File: src/design/twd_pkg.sv
`timescale 1ns / 1ps
// twd_pkg: shared types and constants for the calibrated water detector
// no dependencies

package twd_pkg;

    localparam int VALUE_W = 16;

    // slot content that marks an empty or invalid calibration sample
    localparam logic [VALUE_W-1:0] INVALID_MARK = 16'hFFFF;
    localparam logic [3:0]         DETECT_SCALE = 4'd10;

    typedef enum logic [1:0] {
        OP_DETECT    = 2'd0,
        OP_REC_AIR   = 2'd1,
        OP_REC_WATER = 2'd2,
        OP_RECOMPUTE = 2'd3
    } op_t;

endpackage

File: src/design/twd_cell.sv
`timescale 1ns / 1ps
// twd_cell: one calibration slot of a sample chain
// depends on twd_pkg

module twd_cell (
    input  logic                        clk,
    input  logic                        rst_n,
    input  logic                        shift_en,
    input  logic [twd_pkg::VALUE_W-1:0] din,
    output logic [twd_pkg::VALUE_W-1:0] dout
);

    logic [twd_pkg::VALUE_W-1:0] value_reg;

    always_ff @(posedge clk or negedge rst_n)
    begin
        if (!rst_n)
        begin
            value_reg <= twd_pkg::INVALID_MARK;
        end
        else if (shift_en)
        begin
            value_reg <= din;
        end
    end

    assign dout = value_reg;

endmodule

File: src/design/twd_ring.sv
`timescale 1ns / 1ps
// twd_ring: chain of sample cells with running sum and invalid-slot count
// depends on twd_pkg and twd_cell

module twd_ring #(
    parameter int SAMPLES = 8
) (
    input  logic                                    clk,
    input  logic                                    rst_n,
    input  logic                                    shift_en,
    input  logic [twd_pkg::VALUE_W-1:0]             din,
    output logic [twd_pkg::VALUE_W+$clog2(SAMPLES)-1:0] sum_next,
    output logic                                    full_next
);

    localparam int SUM_W = twd_pkg::VALUE_W + $clog2(SAMPLES);
    localparam int CNT_W = $clog2(SAMPLES + 1);

    logic [twd_pkg::VALUE_W-1:0] cell_q [SAMPLES];
    logic [SUM_W-1:0]            sum_reg;
    logic [CNT_W-1:0]            cnt_reg;
    logic [CNT_W-1:0]            cnt_next;
    logic                        in_inv;
    logic                        out_inv;

    // newest item enters at the head, the oldest drops off the tail
    for (genvar g = 0; g < SAMPLES; g++)
    begin : g_cell
        twd_cell u_cell (
            .clk      (clk),
            .rst_n    (rst_n),
            .shift_en (shift_en),
            .din      ((g == 0) ? din : cell_q[(g == 0) ? 0 : g - 1]),
            .dout     (cell_q[g])
        );
    end

    assign in_inv  = (din == twd_pkg::INVALID_MARK);
    assign out_inv = (cell_q[SAMPLES-1] == twd_pkg::INVALID_MARK);

    always_comb
    begin
        sum_next = sum_reg;
        cnt_next = cnt_reg;
        if (shift_en)
        begin
            // modular update, the true sum never goes negative
            sum_next = sum_reg + SUM_W'(din) - SUM_W'(cell_q[SAMPLES-1]);
            cnt_next = cnt_reg + CNT_W'(in_inv) - CNT_W'(out_inv);
        end
    end

    assign full_next = (cnt_next == '0);

    always_ff @(posedge clk or negedge rst_n)
    begin
        if (!rst_n)
        begin
            sum_reg <= SUM_W'(SAMPLES * 65535);
            cnt_reg <= CNT_W'(SAMPLES);
        end
        else
        begin
            sum_reg <= sum_next;
            cnt_reg <= cnt_next;
        end
    end

endmodule

File: src/design/touch_water_detector_calibrated.sv
`timescale 1ns / 1ps
// touch_water_detector_calibrated: top level, op decode, threshold and output stage
// depends on twd_pkg and twd_ring

// Takes one item per clock cycle on the slave side and returns exactly one
// result item per input item in the cycle after it, through a single output
// register; the input stalls only while that register holds an item the
// master side has not taken. Detect compares reading*10 (mod 65536) with
// the active threshold. Air and water samples shift into two chains of
// SAMPLES cells that keep a running sum and an invalid-slot count, so a
// recompute needs no sweep: it multiplies the registered total of both
// chains by a fixed reciprocal of 2*SAMPLES in the same cycle. No clearing
// pass follows reset. A write on the configuration port loads the active
// threshold directly and should only be issued while no item is in flight.

module touch_water_detector_calibrated #(
    parameter int SAMPLES = 8
) (
    input  logic        clk,
    input  logic        rst_n,
    input  logic        cfg_wr_en,
    input  logic [15:0] cfg_wr_data,  // start_threshold
    input  logic        s_tvalid,
    output logic        s_tready,
    input  logic [15:0] s_tdata,      // [15:0] reading
    input  logic [1:0]  s_tuser,      // [1:0] operation
    output logic        m_tvalid,
    input  logic        m_tready,
    output logic [23:0] m_tdata,      // [0] water_detected, [16:1] threshold_value, zero pad
    output logic [0:0]  m_tuser       // [0] threshold_changed
);

    localparam int SUM_W = twd_pkg::VALUE_W + $clog2(SAMPLES);
    localparam int TOT_W = SUM_W + 1;
    localparam int DIV   = 2 * SAMPLES;
    localparam int SHIFT = TOT_W + $clog2(DIV);
    localparam int RCP_W = TOT_W + 1;
    localparam int PRD_W = TOT_W + RCP_W;
    // ceil(2^SHIFT / DIV) makes the truncated product exact over TOT_W bits
    localparam logic [RCP_W-1:0] RECIP = RCP_W'(((64'd1 << SHIFT) + DIV - 1) / DIV);

    twd_pkg::op_t op;
    logic         accept;

    logic [SUM_W-1:0] air_sum_next;
    logic [SUM_W-1:0] water_sum_next;
    logic             air_full_next;
    logic             water_full_next;

    logic [TOT_W-1:0] total_reg;
    logic             both_full_reg;
    logic [PRD_W-1:0] product;
    logic [15:0]      new_threshold;

    logic [15:0] threshold_reg;
    logic [15:0] threshold_next;
    logic [19:0] scaled_full;
    logic        detected;
    logic        changed;

    logic        out_valid_reg;
    logic        out_detected_reg;
    logic [15:0] out_threshold_reg;
    logic        out_changed_reg;

    assign op       = twd_pkg::op_t'(s_tuser);
    assign s_tready = !out_valid_reg || m_tready;
    assign accept   = s_tvalid && s_tready;

    twd_ring #(
        .SAMPLES (SAMPLES)
    ) u_air (
        .clk       (clk),
        .rst_n     (rst_n),
        .shift_en  (accept && (op == twd_pkg::OP_REC_AIR)),
        .din       (s_tdata),
        .sum_next  (air_sum_next),
        .full_next (air_full_next)
    );

    twd_ring #(
        .SAMPLES (SAMPLES)
    ) u_water (
        .clk       (clk),
        .rst_n     (rst_n),
        .shift_en  (accept && (op == twd_pkg::OP_REC_WATER)),
        .din       (s_tdata),
        .sum_next  (water_sum_next),
        .full_next (water_full_next)
    );

    assign product       = PRD_W'(total_reg) * PRD_W'(RECIP);
    assign new_threshold = product[SHIFT +: 16];
    assign scaled_full   = 20'(s_tdata) * 20'(twd_pkg::DETECT_SCALE);

    always_comb
    begin
        detected       = 1'b0;
        changed        = 1'b0;
        threshold_next = threshold_reg;
        if (accept)
        begin
            case (op)
                twd_pkg::OP_DETECT:
                begin
                    detected = (scaled_full[15:0] < threshold_reg);
                end
                twd_pkg::OP_RECOMPUTE:
                begin
                    if (both_full_reg)
                    begin
                        changed        = 1'b1;
                        threshold_next = new_threshold;
                    end
                end
                default:
                begin
                    detected = 1'b0;
                end
            endcase
        end
        if (cfg_wr_en)
        begin
            threshold_next = cfg_wr_data;
        end
    end

    always_ff @(posedge clk or negedge rst_n)
    begin
        if (!rst_n)
        begin
            threshold_reg <= '0;
            both_full_reg <= 1'b0;
            out_valid_reg <= 1'b0;
        end
        else
        begin
            threshold_reg <= threshold_next;
            both_full_reg <= air_full_next && water_full_next;
            if (accept)
            begin
                out_valid_reg <= 1'b1;
            end
            else if (m_tready)
            begin
                out_valid_reg <= 1'b0;
            end
        end
    end

    // payload registers, no reset
    always_ff @(posedge clk)
    begin
        total_reg <= TOT_W'(air_sum_next) + TOT_W'(water_sum_next);
        if (accept)
        begin
            out_detected_reg  <= detected;
            out_threshold_reg <= threshold_next;
            out_changed_reg   <= changed;
        end
    end

    assign m_tvalid = out_valid_reg;
    assign m_tdata  = {7'd0, out_threshold_reg, out_detected_reg};
    assign m_tuser  = out_changed_reg;

`ifndef NO_ASSERTIONS
    // the reported threshold is the one the block goes on using
    a_thr_reported : assert property (@(posedge clk) disable iff (!rst_n)
        accept |=> (m_tdata[16:1] == threshold_reg))
        else $error("reported threshold differs from active threshold");

    // only a detect can flag water
    a_detect_only : assert property (@(posedge clk) disable iff (!rst_n)
        (accept && (op != twd_pkg::OP_DETECT)) |=> !m_tdata[0])
        else $error("water flagged on a non-detect item");

    // a change is only reported for a recompute with both chains complete
    a_change_gated : assert property (@(posedge clk) disable iff (!rst_n)
        (accept && ((op != twd_pkg::OP_RECOMPUTE) || !both_full_reg)) |=> !m_tuser[0])
        else $error("threshold change reported without a complete recompute");
`endif

endmodule

File: config.mk
export PLATFORM = sky130hd
export DESIGN_NAME = touch_water_detector_calibrated
export DESIGN_NICKNAME = d
export VERILOG_FILES = /design/src/design/twd_pkg.sv /design/src/design/twd_cell.sv /design/src/design/twd_ring.sv /design/src/design/touch_water_detector_calibrated.sv
export SDC_FILE = /design/constraint.sdc
export NUM_CORES = 1
export LEC_CHECK = 0
export BUFFER_PORTS_ARGS = -buffer_cell sky130_fd_sc_hd__buf_2
export CAP_MARGIN = 30
export CORE_AREA = 2 2 277 170
export CTS_CLUSTER_DIAMETER = 40
export DETAILED_ROUTE_END_ITERATION = 8
export DIE_AREA = 0 0 279 172
export GPL_TIMING_DRIVEN = 0
export PLACE_DENSITY = 0.58
export SLEW_MARGIN = 10
export SYNTH_ARGS = -nofsm -noshare
export SYNTH_HDL_FRONTEND = slang
export SYNTH_SLANG_ARGS = --single-unit
File: constraint.sdc
create_clock -name clk -period 4.2 [get_ports clk]
set_input_delay 0.84 -clock clk [delete_from_list [all_inputs] [get_ports clk]]
set_output_delay 0.84 -clock clk [all_outputs]
set_load 0.005 [all_outputs]
======== Word level (Yosys, flattened, before mapping) ========
Cells that the tools add are included.
storage, ports and cells
  input bits .............................. 39
  word-level logic and storage cells ...... 65
  output and inout port bits .............. 27
  bits in registers ....................... 358
cells by class
  equality and inequality tests ........... 6
  add/subtract/negate cells ............... 9
  multiply operators ...................... 1
  reductions and logical operators ........ 10
  magnitude comparators ................... 1
  multiplexer cells ....................... 11
operator list
  operator                                             number
  2-to-1 mux 16 bit                                    4
  == test 16 bit (second input constant)               3
  adder 19 x 16 -> 19 bit                              2
  2-to-1 mux 19 bit                                    2
  subtractor 19 x 16 -> 19 bit                         2
  adder 19 x 19 -> 20 bit                              1
  less-than comparator 16 bit                          1
  multiplier 16 x 3 -> 15 bit (second input constant)  1
  adder 4 x 1 -> 4 bit                                 2
  zero test 4 bit                                      2
  2-to-1 mux 4 bit                                     2
  subtractor 4 x 1 -> 4 bit                            2
  == test 2 bit (second input constant)                2
  logical AND 1 bit                                    4
  2-to-1 mux 1 bit                                     3
  == test 2 x 1 -> 1 bit (second input constant)       1
  zero test 2 bit                                      1
  nonzero test 2 bit                                   1
  zero test 1 bit                                      1
  logical OR 1 bit                                     1

======== Longest topological paths before layout ========
Gate-level depths: netlist of the first run.
  depth after elaboration ................. 7
  depth in mapped cells ................... 23
  mapped depth without buffers ............ 23

======== Cells and area by module ========
A second synthesis of the first run with hierarchy kept.
second synthesis, totals
  cells, all modules ...................... 1463
  area total of the unflattened synthesis .. 19019.5 um^2
modules (own cells, without submodules)
  module                           area each (um^2)  cells an instance  times used  sequential area each (um^2)
  twd_cell                         669.4             34                 16          420.4
  touch_water_detector_calibrated  3392.0            335                1           1311.3
  twd_ring (u_water)               2474.9            295                1           596.8
  twd_ring (u_air)                 2442.3            289                1           596.8

======== Least setup slack after synthesis of the first run ========
Ideal clock, no wire load.
  kind .................................... input-to-reg
  from .................................... input s_tdata[1]
  to ...................................... register total_reg[19]
  path slack .............................. -858 ps
  required time ........................... 4114 ps
  buffers on the path ..................... 0
  arrival ................................. 4971 ps
  library setup time ...................... 86 ps
  stages on the path ...................... 19
  cells stage by stage .................... inv_1 -> fa_1 -> inv_1 -> ha_1 -> a211oi_1 -> o21bai_1 -> o31a_1 -> o22a_1 -> xnor2_1 -> o21ai_0 -> ha_1 -> nand4_1 -> or3_1 -> a211oi_2 -> o22ai_2 -> a21boi_4 -> o31a_1 -> o21a_2 -> a221oi_2
between the ends
  word-level cells in the longest chain between the ends .. 4
  elaborated cells on any way between the ends .. 7
  classes of those cells .................. 5 x add/sub; 2 x mux
ends and longest elaborated chain
  item                           RTL line                                RTL
  from (decl)                    touch_water_detector_calibrated.sv:25   input logic [15:0] s_tdata,
  adder 19 x 16 -> 19 bit        twd_ring.sv:48                          sum_next = sum_reg + SUM_W'(din) - SUM_W'(cell_q[SAMPLES-1]);
  subtractor 19 x 16 -> 19 bit   twd_ring.sv:48
  2-to-1 mux 19 bit              twd_ring.sv:45                          if (shift_en)
  net u_water.sum_next, one bit  twd_ring.sv:12                          output logic [twd_pkg::VALUE_W+$clog2(SAMPLES)-1:0] sum_next,
  adder 19 x 19 -> 20 bit        touch_water_detector_calibrated.sv:154  total_reg <= TOT_W'(air_sum_next) + TOT_W'(water_sum_next);
  to (signal assigned)           touch_water_detector_calibrated.sv:154
  to (decl)                      touch_water_detector_calibrated.sv:50   logic [TOT_W-1:0] total_reg;
The timed path passes the listed nets, and every way through them passes these cells.
A chain may end at the register's enable or synchronous reset.

======== Final worst setup path of the first run ========
  from .................................... input s_tdata[4]
  to ...................................... register total_reg[19]
between the ends
  word-level cells in the longest chain between the ends .. 4
  elaborated cells on any way between the ends .. 7
  classes of those cells .................. 5 x add/sub; 2 x mux
ends and longest elaborated chain
  item                          RTL line                                RTL
  adder 19 x 16 -> 19 bit       twd_ring.sv:48
  subtractor 19 x 16 -> 19 bit  twd_ring.sv:48
  2-to-1 mux 19 bit             twd_ring.sv:45
  net air_sum_next[9]           touch_water_detector_calibrated.sv:45   logic [SUM_W-1:0] air_sum_next;
  adder 19 x 19 -> 20 bit       touch_water_detector_calibrated.sv:154
The timed path passes the listed nets, and every way through them passes these cells.

==> results of run 1 <==
cell type report:
type                    count  share of cell area, %
inverters                 162                   2.97
clock inverters            25                   1.39
clock buffers              45                   4.79
repair buffers            112                   4.00
well taps                 598                   3.49
multi-input cells        1360                   38.8
plain buffers              79                   1.59
flip-flops and latches    354                   43.0
Yosys cell counts, drive strengths merged (3+ instances only):
cell and instances:
nand2 788, dfstp 290, inv 162, ha 101
o21ai 100, clkbuf 59, a21oi 41, nor2 36
fa 35, xnor2 34, dfrtp 30, buf 22
mux2i 21, xor2 19, edfxtp 18, dfxtp 16
a21o 15, nand4 15, nand3 13, o21a 13
and3 11, a211oi 10, nor2b 10, nor3 9
o211ai 9, nand2b 8, a21boi 5, nor4 5
or3 5, a211o 4, and2 4, o21bai 4
o31ai 4, o311ai 3, o31a 3
what timing repair did:
item / in CTS / in global routing
buffers inserted: 35 / 9
setup endpoints to repair: 17 / 16
pin swaps: 45 / 34
gates resized for setup: 103 / 35
hold buffers: 0 / 0
worst min path at each step:
stage | slack (ps) | startpoint | endpoint
3_3_place_gp | 440 | u_air.g_cell[4].u_cell.dout[15]$_DFFE_PN1P_ | u_air.g_cell[5].u_cell.dout[15]$_DFFE_PN1P_
4_1_cts | 240 | rst_n | u_air.cnt_reg[2]$_DFF_PN0_
3_5_place_dp | 450 | u_air.g_cell[1].u_cell.dout[15]$_DFFE_PN1P_ | u_air.g_cell[2].u_cell.dout[15]$_DFFE_PN1P_
2_1_floorplan | 430 | u_air.g_cell[0].u_cell.dout[0]$_DFFE_PN1P_ | u_air.g_cell[1].u_cell.dout[0]$_DFFE_PN1P_
6_report | 220 | rst_n | u_air.cnt_reg[2]$_DFF_PN0_
5_1_grt | 250 | rst_n | u_air.cnt_reg[2]$_DFF_PN0_
per-stage QoR:
step	cell area [µm²]	hold WS, ps	instances
after global placement	19100	439	2613
after floorplan	18100	435	1957
after detailed placement	19200	446	2623
after global routing	21500	250	2735
after CTS	21300	241	2726
final	21500	218	2735
placed cells by master, fill, tap and decap left out, types with 12 or more instances in the layout:
master / instances
nand2_1: 787
dfstp_2: 290
inv_1: 150
ha_1: 83
o21ai_0: 78
clkbuf_1: 57
buf_2: 54
buf_4: 52
clkbuf_16: 39
nor2_1: 35
fa_1: 33
xnor2_1: 30
dfrtp_1: 30
a21oi_1: 28
mux2i_1: 21
xor2_1: 18
edfxtp_1: 18
dfxtp_1: 16
a21o_1: 15
nand4_1: 15
ha_4: 15
o21a_1: 12
power by group through the flow:
stage	Combinational (mW)	Clock [mW]	Sequential (mW)
final	6.08	3.60	5.19
after global routing	6.72	3.82	5.28
after CTS	5.73	3.67	5.18
after detailed placement	4.96	0	5.22
after global placement	4.77	0	5.20
after floorplan	3.74	0	5.04
layer usage:
metal  track usage [%]  up-vias
met3              6.20       45
li1                  -     6553
met2              28.0      323
met5                 0        -
met1              32.5     6800
met4              3.53        0
kinds of logic after synthesis:
family / after synthesis
xor gates and xnor gates: 53
and+or+nand+nor: 912
adders and majority gates: 136
muxes: 21
DFF: 354
other: 1
buffers and inverters: 243
AOI/OAI and AO/OA: 231
critical path, cell delays in order:
cell        delay, ps
buf_4             140
clkinvlp_4        190
fa_1              580
inv_1              70
ha_4              280
o211ai_1          140
o211ai_1          170
a221o_1           420
xnor2_2           190
o21ai_4            80
buf_12            180
ha_4              280
nand4_1           110
or3_1             390
a211oi_2          260
o22ai_2           130
a21boi_4          160
o31a_1            280
o21a_2            240
a221oi_4          300
==> qor.yml, run 1 <==
layout-drive-gt1-share_pct: 27.3
rrSetupSlack_ps: -770
p_int_mw: 9.46
fin_crit_sh_pct: 120
powerDensity_nw_per_um2: 693
dpl.hpwl_um: 36300
skew_ps: 23.3
cts_tree: "done"
antenna_found_initial: 0
r2r_end: "total_reg[19]$_DFF_P_"
seq_area_frac_synth_pct: 51.4
htree_levels: 2
place.gp.congestion: 0.856
final_nets: 2283
cts_made_buffers: 39
p_comb_share_pct: 40.9
ys_ff_latch: 354
initial_core_util_pct: 39.4
cp_max_fo: 6
p_leak_nw: 10.1
violations: "negative setup slack"
worstSetupPathType: "primary input to flip-flop"
die_w_um: 279
drtIter0Drc: 1227
synth_top_area_share_pct: 42.5
post-place-ws_ps: -2130
avgRoutedWirePerCell_um: 18.0
seqCellArea_um2: 9230
timing.rr.start: "u_air.g_cell[7].u_cell.dout[1]$_DFFE_PN1P_"
fin_ws_ps: -820
fin_total_pwr_mw: 14.9
drt_wl_total_um: 49200
r2r_cells: 18
die-area_um2: 48000
synth-simple-area-share_pct: 20.3
max_freq_mhz: 199
syn_area_um2: 17900
synth_cell_types: 69
irDropWorstVdd_mv: 0.502
setup_viol: 13
power_frac_clock_pct: 24.2
syn2layout_area_growth_pct: 19.6
synth_top_family_by_area: "simple AND/OR/NAND/NOR gates"
met3_length_um: 4490
gr-total-overflow: 0
vias: 13700
rsz0062_at_grt: "yes"
postSynthCellCount: 1951
synth_xor_area_share_pct: 2.59
drc: 0
fillers: 4310
first_pass_iters: 8
synthFlopType: "dfstp_2"
core-area_um2: 45600
num_io_pins: 66
multi_input_area_um2: 8320
crit_arrival_ps: 5460
path_clk_slew_ps: 60
critPathCaptureType: "flip-flop"
synth_edf_count: 18
fin_setup_tns_ps: -6320
clkLatencyLatePin_ps: 540
grt_pass1_vias: 13500
clock-root-buffer: "clkbuf_16"
grt_max_degree: 97
wl_met2_um: 19100
critPathLaunchType: "primary input"
hold_class: "primary input to asynchronous set/reset pin"
ant_nets: 0
clockBufferDepth: 3
grt_pass1_wl_um: 76600
syn_avg_cell_area_um2: 9.20
synthMuxAreaShare_pct: 1.17
period_needed_ps: 5020
yosysWarningCount: 0
drv_slew: 0
cp.required_ps: 4640
seq_power_share_pct: 34.9
utilization_pct: 47.1
die_y_um: 172
port_buffers: 58
rows: 61
met1Wirelength_um: 25000
synth_area_leaders: "dfstp_2 42%, nand2_1 16%, ha_1 7.0%, dfrtp_1 4.2%, fa_1 3.9%"
status: "finished, violations left"
max_cap_viol_count: 0
max-slew-margin-rel_pct: 40.2
synth-async-reset-ratio_pct: 90.4
routed.top_layer: "met4"
swShare_pct: 36.4
worstMarginPinSlew_ps: 889
routed_via_density: 5.02
diodes: 0
synth_compound_area_share_pct: 8.28
p_switching_mw: 5.41
worstSetupEndpoint: "total_reg[19]$_DFF_P_"
synthAdderAreaFrac_pct: 10.9
clkSinkCount: 354
grt_use_total_pct: 20.8
crit_start: "s_tdata[4]"
yosys.area.top_type: "dfstp_2"
finalHoldViolCount: 0
Power figures use the tool's default switching activity.
==> inputs of run 2 (changes only) <==
PLACE_DENSITY = default   (was 0.58)
PLACE_DENSITY_LB_ADDON = 0.3   (was default)
==> run 2 against run 1 <==
- the flow still finishes with violations (negative setup slack)
- maximum frequency increased by 3.0%
- flip-flop and latch count unchanged
- critical path depth unchanged
- count of clock-buffer cells in the layout increased by 7
- total power decreased by 0.75%
- register-to-register slack improved by 140 ps
- critical path type unchanged
- die area unchanged
- routed wire length decreased by 1.3%
- first-iteration DRC count decreased by 14%
- non-clock buffer count increased by 28
- cell count increased by 1.0%
- utilization increased by 0.41 points
==> qor.yml, run 2 (same netlist as run 1, synthesis figures left out) <==
grt_use_total_pct: 20.5  # -0.32 points
drv_slew: 0  # unchanged
crit_start: "s_tdata[2]"
htree_levels: 2  # unchanged
max_freq_mhz: 205  # +3.0%
multi_input_area_um2: 8330  # about the same
ant_nets: 0  # unchanged
rows: 61  # unchanged
antenna_found_initial: 0  # unchanged
die_y_um: 172  # unchanged
r2r_cells: 17  # -1
layout-drive-gt1-share_pct: 28.2  # +0.89 points
grt_pass1_vias: 13600  # +0.61%
place.gp.congestion: 0.893  # +4.3%
p_leak_nw: 10.2  # +0.94%
cp.required_ps: 4640  # about the same
critPathCaptureType: "flip-flop"
path_delay_family: "compound AO/OA/AOI/OAI gates"
syn2layout_area_growth_pct: 20.7
fillers: 4224  # -2.0%
rrSetupSlack_ps: -630  # +140 ps
final_nets: 2310  # +1.2%
cts_made_buffers: 38  # -2.6%
drt_wl_total_um: 48500  # -1.3%
cp_max_fo: 4  # -2
drc: 0  # unchanged
vias: 13800  # +0.74%
irDropWorstVdd_mv: 0.443  # -12%
seqCellArea_um2: 9230  # unchanged
critPathMaxStageDelay_ps: 490  # -90 ps
num_io_pins: 66  # unchanged
first_pass_iters: 5  # -3
setup_viol: 14  # +1
grt_pass1_wl_um: 76000  # -0.77%
period_needed_ps: 4870  # -147 ps
crit_cells: 20  # unchanged
port_buffers: 58  # unchanged
max-slew-margin-rel_pct: 41.1  # +0.88 points
dpl.hpwl_um: 35000  # -3.7%
hold_class: "primary input to asynchronous set/reset pin"
max_cap_viol_count: 0  # unchanged
fin_crit_sh_pct: 116  # -3.5 points
clock-root-buffer: "clkbuf_16"
clockBufferDepth: 3  # unchanged
diodes: 0  # unchanged
layout_commonest_cell: "nand2_1"
clkLatencyLatePin_ps: 550  # about the same
powerDensity_nw_per_um2: 682  # -1.6%
fin_ws_ps: -673  # +147 ps
skew_ps: 14.0  # -9.25 ps
crit_arrival_ps: 5310  # -150 ps
hold_slack_ps: 181  # -36.9 ps
worstMarginPinSlew_ps: 875  # -14.2 ps
cts_tree: "done"
worstSetupPathType: "primary input to flip-flop"
core-area_um2: 45600  # unchanged
fin_total_pwr_mw: 14.8  # -0.75%
finalHoldViolCount: 0  # unchanged
worstSetupEndpoint: "total_reg[19]$_DFF_P_"
timing.rr.start: "u_air.g_cell[7].u_cell.dout[1]$_DFFE_PN1P_"
grt_max_degree: 114  # +18%
worstPathCellList: "buf_8, clkinvlp_4, buf_12, fa_1, inv_2, ha_4, o211ai_1, o211ai_1, a221o_1, xnor2_2, o21ai_4, ha_4, nand4_1, or3_4, a211oi_4, o22ai_4, a21boi_4, o31a_1, o21a_2, a221oi_4"
violations: "negative setup slack"
drtIter0Drc: 1057  # -14%
fin_setup_tns_ps: -5980  # +348 ps
path_clk_slew_ps: 60  # about the same
die_w_um: 279  # unchanged
routed_via_density: 5.00  # -0.28%
rsz0062_at_grt: "yes"
die-area_um2: 48000  # unchanged
clkSinkCount: 354  # unchanged
gr-total-overflow: 0  # unchanged
cts_hold_buf: 0  # unchanged
status: "finished, violations left"
critPathLaunchType: "primary input"
avgRoutedWirePerCell_um: 17.6  # -2.3%
crit_path_top_delay_cell: "fa_1"
cp_num_buf_inv: 4  # unchanged
r2r_end: "total_reg[19]$_DFF_P_"
final_cell_mix: "786 x nand2_1, 290 x dfstp_2, 148 x inv_1, 82 x buf_4, 81 x ha_1"
initial_core_util_pct: 39.4  # unchanged
## run 2: metrics by stage
step                      std cells  cell area (µm²)  utilization, %  setup slack [ps]
final                          2763            21700            47.5              -673
after global routing           2763            21700            47.5              -796
after CTS                      2766            21500            47.2              -611
after detailed placement       2619            19200            42.2             -2020
after global placement         2613            19100            41.9             -3570
after floorplan                1957            18100               -              -596
## run 2: per-layer routing
layer	track usage (%)	part of all wire [%]
met5	0	0
met4	4.21	1.7
met3	6.73	9.6
met2	28.0	39
met1	31.0	49
## run 2: worst min-delay path by stage
stage | end | slack (ps) | depth (start not counted)
4_1_cts | u_air.cnt_reg[2]$_DFF_PN0_ | 180 | 1
5_1_grt | u_air.cnt_reg[2]$_DFF_PN0_ | 190 | 1
6_report | u_air.cnt_reg[2]$_DFF_PN0_ | 180 | 1
2_1_floorplan | u_air.g_cell[1].u_cell.dout[0]$_DFFE_PN1P_ | 430 | 2
3_3_place_gp | u_air.g_cell[5].u_cell.dout[15]$_DFFE_PN1P_ | 440 | 2
3_5_place_dp | u_water.g_cell[4].u_cell.dout[0]$_DFFE_PN1P_ | 440 | 2
## run 2: timing repair
item,4_1_cts,5_1_grt
setup buffers,79,5
setup endpoints to repair,17,16
pin swaps,49,30
resized for setup,89,41
## run 2: final cells by class
cell class,instances,area share (%)
timing repair buffer,140,4.93
buffer,79,1.58
inverter,162,2.94
multi-input combinational,1360,38.5
clock buffer,52,4.96
sequential,354,42.6
tap,598,3.46
clock inverter,18,1.03
## run 2: report_power, final
group	internal, mW	leakage [nW]	total [mW]	switching (mW)
registers	4.72	3.69	5.19	0.470
logic	2.67	5.88	6.06	3.39
clock network	2.02	0.627	3.51	1.49
==> inputs of run 3 (changes only) <==
CORE_AREA = 2 2 235 144   (was 2 2 277 170)
DIE_AREA = 0 0 237 146   (was 0 0 279 172)
PLACE_DENSITY = 0.75   (was default)
PLACE_DENSITY_LB_ADDON = default   (was 0.3)
==> run 3 against run 2 <==
- the flow still finishes with violations (negative setup slack)
- global-route usage increased by 7.7 points
- sequential power about the same
- register-to-register slack got worse by 160 ps
- critical path type unchanged
- largest power group unchanged
- highest routed layer unchanged
==> qor.yml, run 3 (same netlist as run 1, synthesis figures left out) <==
status: "finished, violations left"
violations: "negative setup slack"
fillers: 2428  # -43%
clockBufferDepth: 3  # unchanged
routed_via_density: 5.53  # +11%
finalHoldViolCount: 0  # unchanged
p_int_mw: 9.66  # +2.7%
hold_slack_ps: 180  # -1.70 ps
dpl.hpwl_um: 34000  # -2.9%
worstMarginPinSlew_ps: 926  # +51.6 ps
die_y_um: 146  # -15%
gr-total-overflow: 0  # unchanged
core-area_um2: 32200  # -29%
cp.required_ps: 4630  # about the same
htree_levels: 2  # unchanged
worstPathCellList: "buf_12, clkinvlp_4, buf_12, fa_1, inv_2, ha_4, a41oi_4, o21ai_2, a211oi_2, xor2_1, o21ai_2, buf_6, ha_4, nand4_1, or3_4, a211oi_4, o22ai_4, a21boi_4, o31a_1, o21a_4, a221oi_4"
critPathMaxStageDelay_ps: 520  # +30 ps
antenna_found_initial: 1  # +1
vias: 14100  # +2.2%
clock-root-buffer: "clkbuf_16"
cp_num_buf_inv: 5  # +1
clkLatencyLatePin_ps: 550  # about the same
grt_pass1_vias: 13900  # +2.0%
crit_path_top_delay_cell: "fa_1"
num_io_pins: 66  # unchanged
final_cell_mix: "787 x nand2_1, 290 x dfstp_2, 146 x inv_1, 84 x ha_1, 74 x o21ai_0"
max_cap_viol_count: 0  # unchanged
crit_arrival_ps: 5450  # +140 ps
place.gp.congestion: 0.926  # +3.8%
syn2layout_area_growth_pct: 19.0
path_delay_family: "compound AO/OA/AOI/OAI gates"
first_pass_iters: 6  # +1
port_buffers: 58  # unchanged
die-area_um2: 34600  # -28%
skew_ps: 12.2  # -1.81 ps
powerDensity_nw_per_um2: 715  # +4.9%
cts_tree: "done"
grt_pass1_wl_um: 75900  # -0.17%
drtIter0Drc: 1316  # +25%
layout_commonest_cell: "nand2_1"
p_leak_nw: 10.1  # -1.1%
drc: 0  # unchanged
power_frac_clock_pct: 23.5  # -0.3 points
critPathLaunchType: "primary input"
period_needed_ps: 5020  # +147 ps
path_clk_slew_ps: 60  # about the same
worstSetupPathType: "primary input to flip-flop"
cts_made_buffers: 38  # unchanged
irDropWorstVdd_mv: 0.579  # +31%
fin_total_pwr_mw: 15.3  # +3.5%
diodes: 0  # unchanged
setup_viol: 11  # -3
ant_nets: 0  # unchanged
grt_use_total_pct: 28.2  # +7.7 points
swShare_pct: 36.8  # +0.49 points
fin_crit_sh_pct: 120  # +3.5 points
clkSinkCount: 354  # unchanged
grt_max_degree: 107  # -6.1%
cp_max_fo: 6  # +2
rsz0062_at_grt: "yes"
fin_ws_ps: -820  # -147 ps
avgRoutedWirePerCell_um: 18.9  # +7.7%
initial_core_util_pct: 55.7  # +16 points
seq_power_share_pct: 34.0  # -1.1 points
fin_setup_tns_ps: -5610  # +364 ps
p_comb_share_pct: 42.6  # +1.5 points
drv_slew: 0  # unchanged
rows: 51  # -16%
layout-drive-gt1-share_pct: 27.3  # -0.87 points
p_switching_mw: 5.62  # +4.9%
hold_class: "primary input to asynchronous set/reset pin"
die_w_um: 237  # -15%
max_freq_mhz: 199  # -2.9%
final_nets: 2276  # -1.5%
critPathCaptureType: "flip-flop"
drt_wl_total_um: 48300  # -0.53%
max-slew-margin-rel_pct: 37.7  # -3.3 points
## run 3: cell types whose count changed in the layout (fill, tap and decap cells not counted), sizes merged
cell,delta
bufinv,+1
inv,+1
clkbuf,-2
clkinv,-1
buf,-33
clkinvlp,-3
## run 3: final cells by class
| type | count | area (µm²) | share of cell area, % |
|---|---|---|---|
| flip-flops and latches | 354 | 9230 | 43.2 |
| multi-input cells | 1360 | 8430 | 39.5 |
| clock buffers | 51 | 1110 | 5.22 |
| repair buffers | 107 | 861 | 4.03 |
| inverters | 162 | 642 | 3.01 |
| well taps | 424 | 531 | 2.48 |
| plain buffers | 78 | 334 | 1.56 |
| clock inverters | 16 | 214 | 1.00 |
## run 3: routing by layer
| metal | track usage, % | vias up | share of wire (%) |
|---|---|---|---|
| li1 | - | 6538 | - |
| met1 | 42.8 | 6930 | 46 |
| met2 | 39.7 | 569 | 42 |
| met3 | 8.25 | 85 | 11 |
| met4 | 6.14 | 0 | 1.8 |
| met5 | 0 | - | 0 |
## run 3: repair_timing
item,CTS,global route
buffers inserted,45,8
pin swaps,57,39
gates resized for setup,111,54
hold buffers,0,0
gates cloned,0,0
setup endpoints to repair,17,16
## run 3: final timing paths
kind | startpoint | endpoint | slack, ps | cells after the start
worst max-delay path | s_tdata[4] | total_reg[19]$_DFF_P_ | -820 | 21
max in group asynchronous | rst_n | u_air.g_cell[3].u_cell.dout[13]$_DFFE_PN1P_ | 2400 | 4
worst min register to register | u_air.g_cell[6].u_cell.dout[1]$_DFFE_PN1P_ | u_air.g_cell[7].u_cell.dout[1]$_DFFE_PN1P_ | 440 | 2
worst max register to register | u_air.sum_reg[4]$_DFF_PN1_ | total_reg[19]$_DFF_P_ | -790 | 19
worst min-delay path | rst_n | threshold_reg[0]$_DFF_PN0_ | 180 | 1
min in group clk | u_air.g_cell[6].u_cell.dout[1]$_DFFE_PN1P_ | u_air.g_cell[7].u_cell.dout[1]$_DFFE_PN1P_ | 440 | 2
## run 3: through the flow
stage          utilization, %  setup WS, ps  area, µm²  cells
2_1_floorplan               -          -596      18100   1957
3_3_place_gp             58.6         -3400      18900   2439
3_5_place_dp             58.9         -1980      19000   2442
4_1_cts                  65.5          -608      21100   2545
5_1_grt                  66.3          -887      21400   2552
6_report                 66.3          -820      21400   2552
## run 3: worst reg2reg max path: stages (launching register included)
cell and delay [ps]:
dfstp_2 530, inv_2 40, fa_1 550, inv_2 50
ha_4 280, a41oi_4 240, o21ai_2 120, a211oi_2 300
xor2_1 260, o21ai_2 90, buf_6 170, ha_4 270
nand4_1 110, or3_4 400, a211oi_4 270, o22ai_4 110
a21boi_4 160, o31a_1 360, o21a_4 260, a221oi_4 330
## run 3: power by group through the flow
stage / clock network, mW / registers, mW / logic, mW
after CTS: 3.62 / 5.18 / 5.82
after detailed placement: 0 / 5.21 / 4.90
after global routing: 3.75 / 5.27 / 7.05
after floorplan: 0 / 5.04 / 3.74
final: 3.58 / 5.19 / 6.50
after global placement: 0 / 5.19 / 4.67
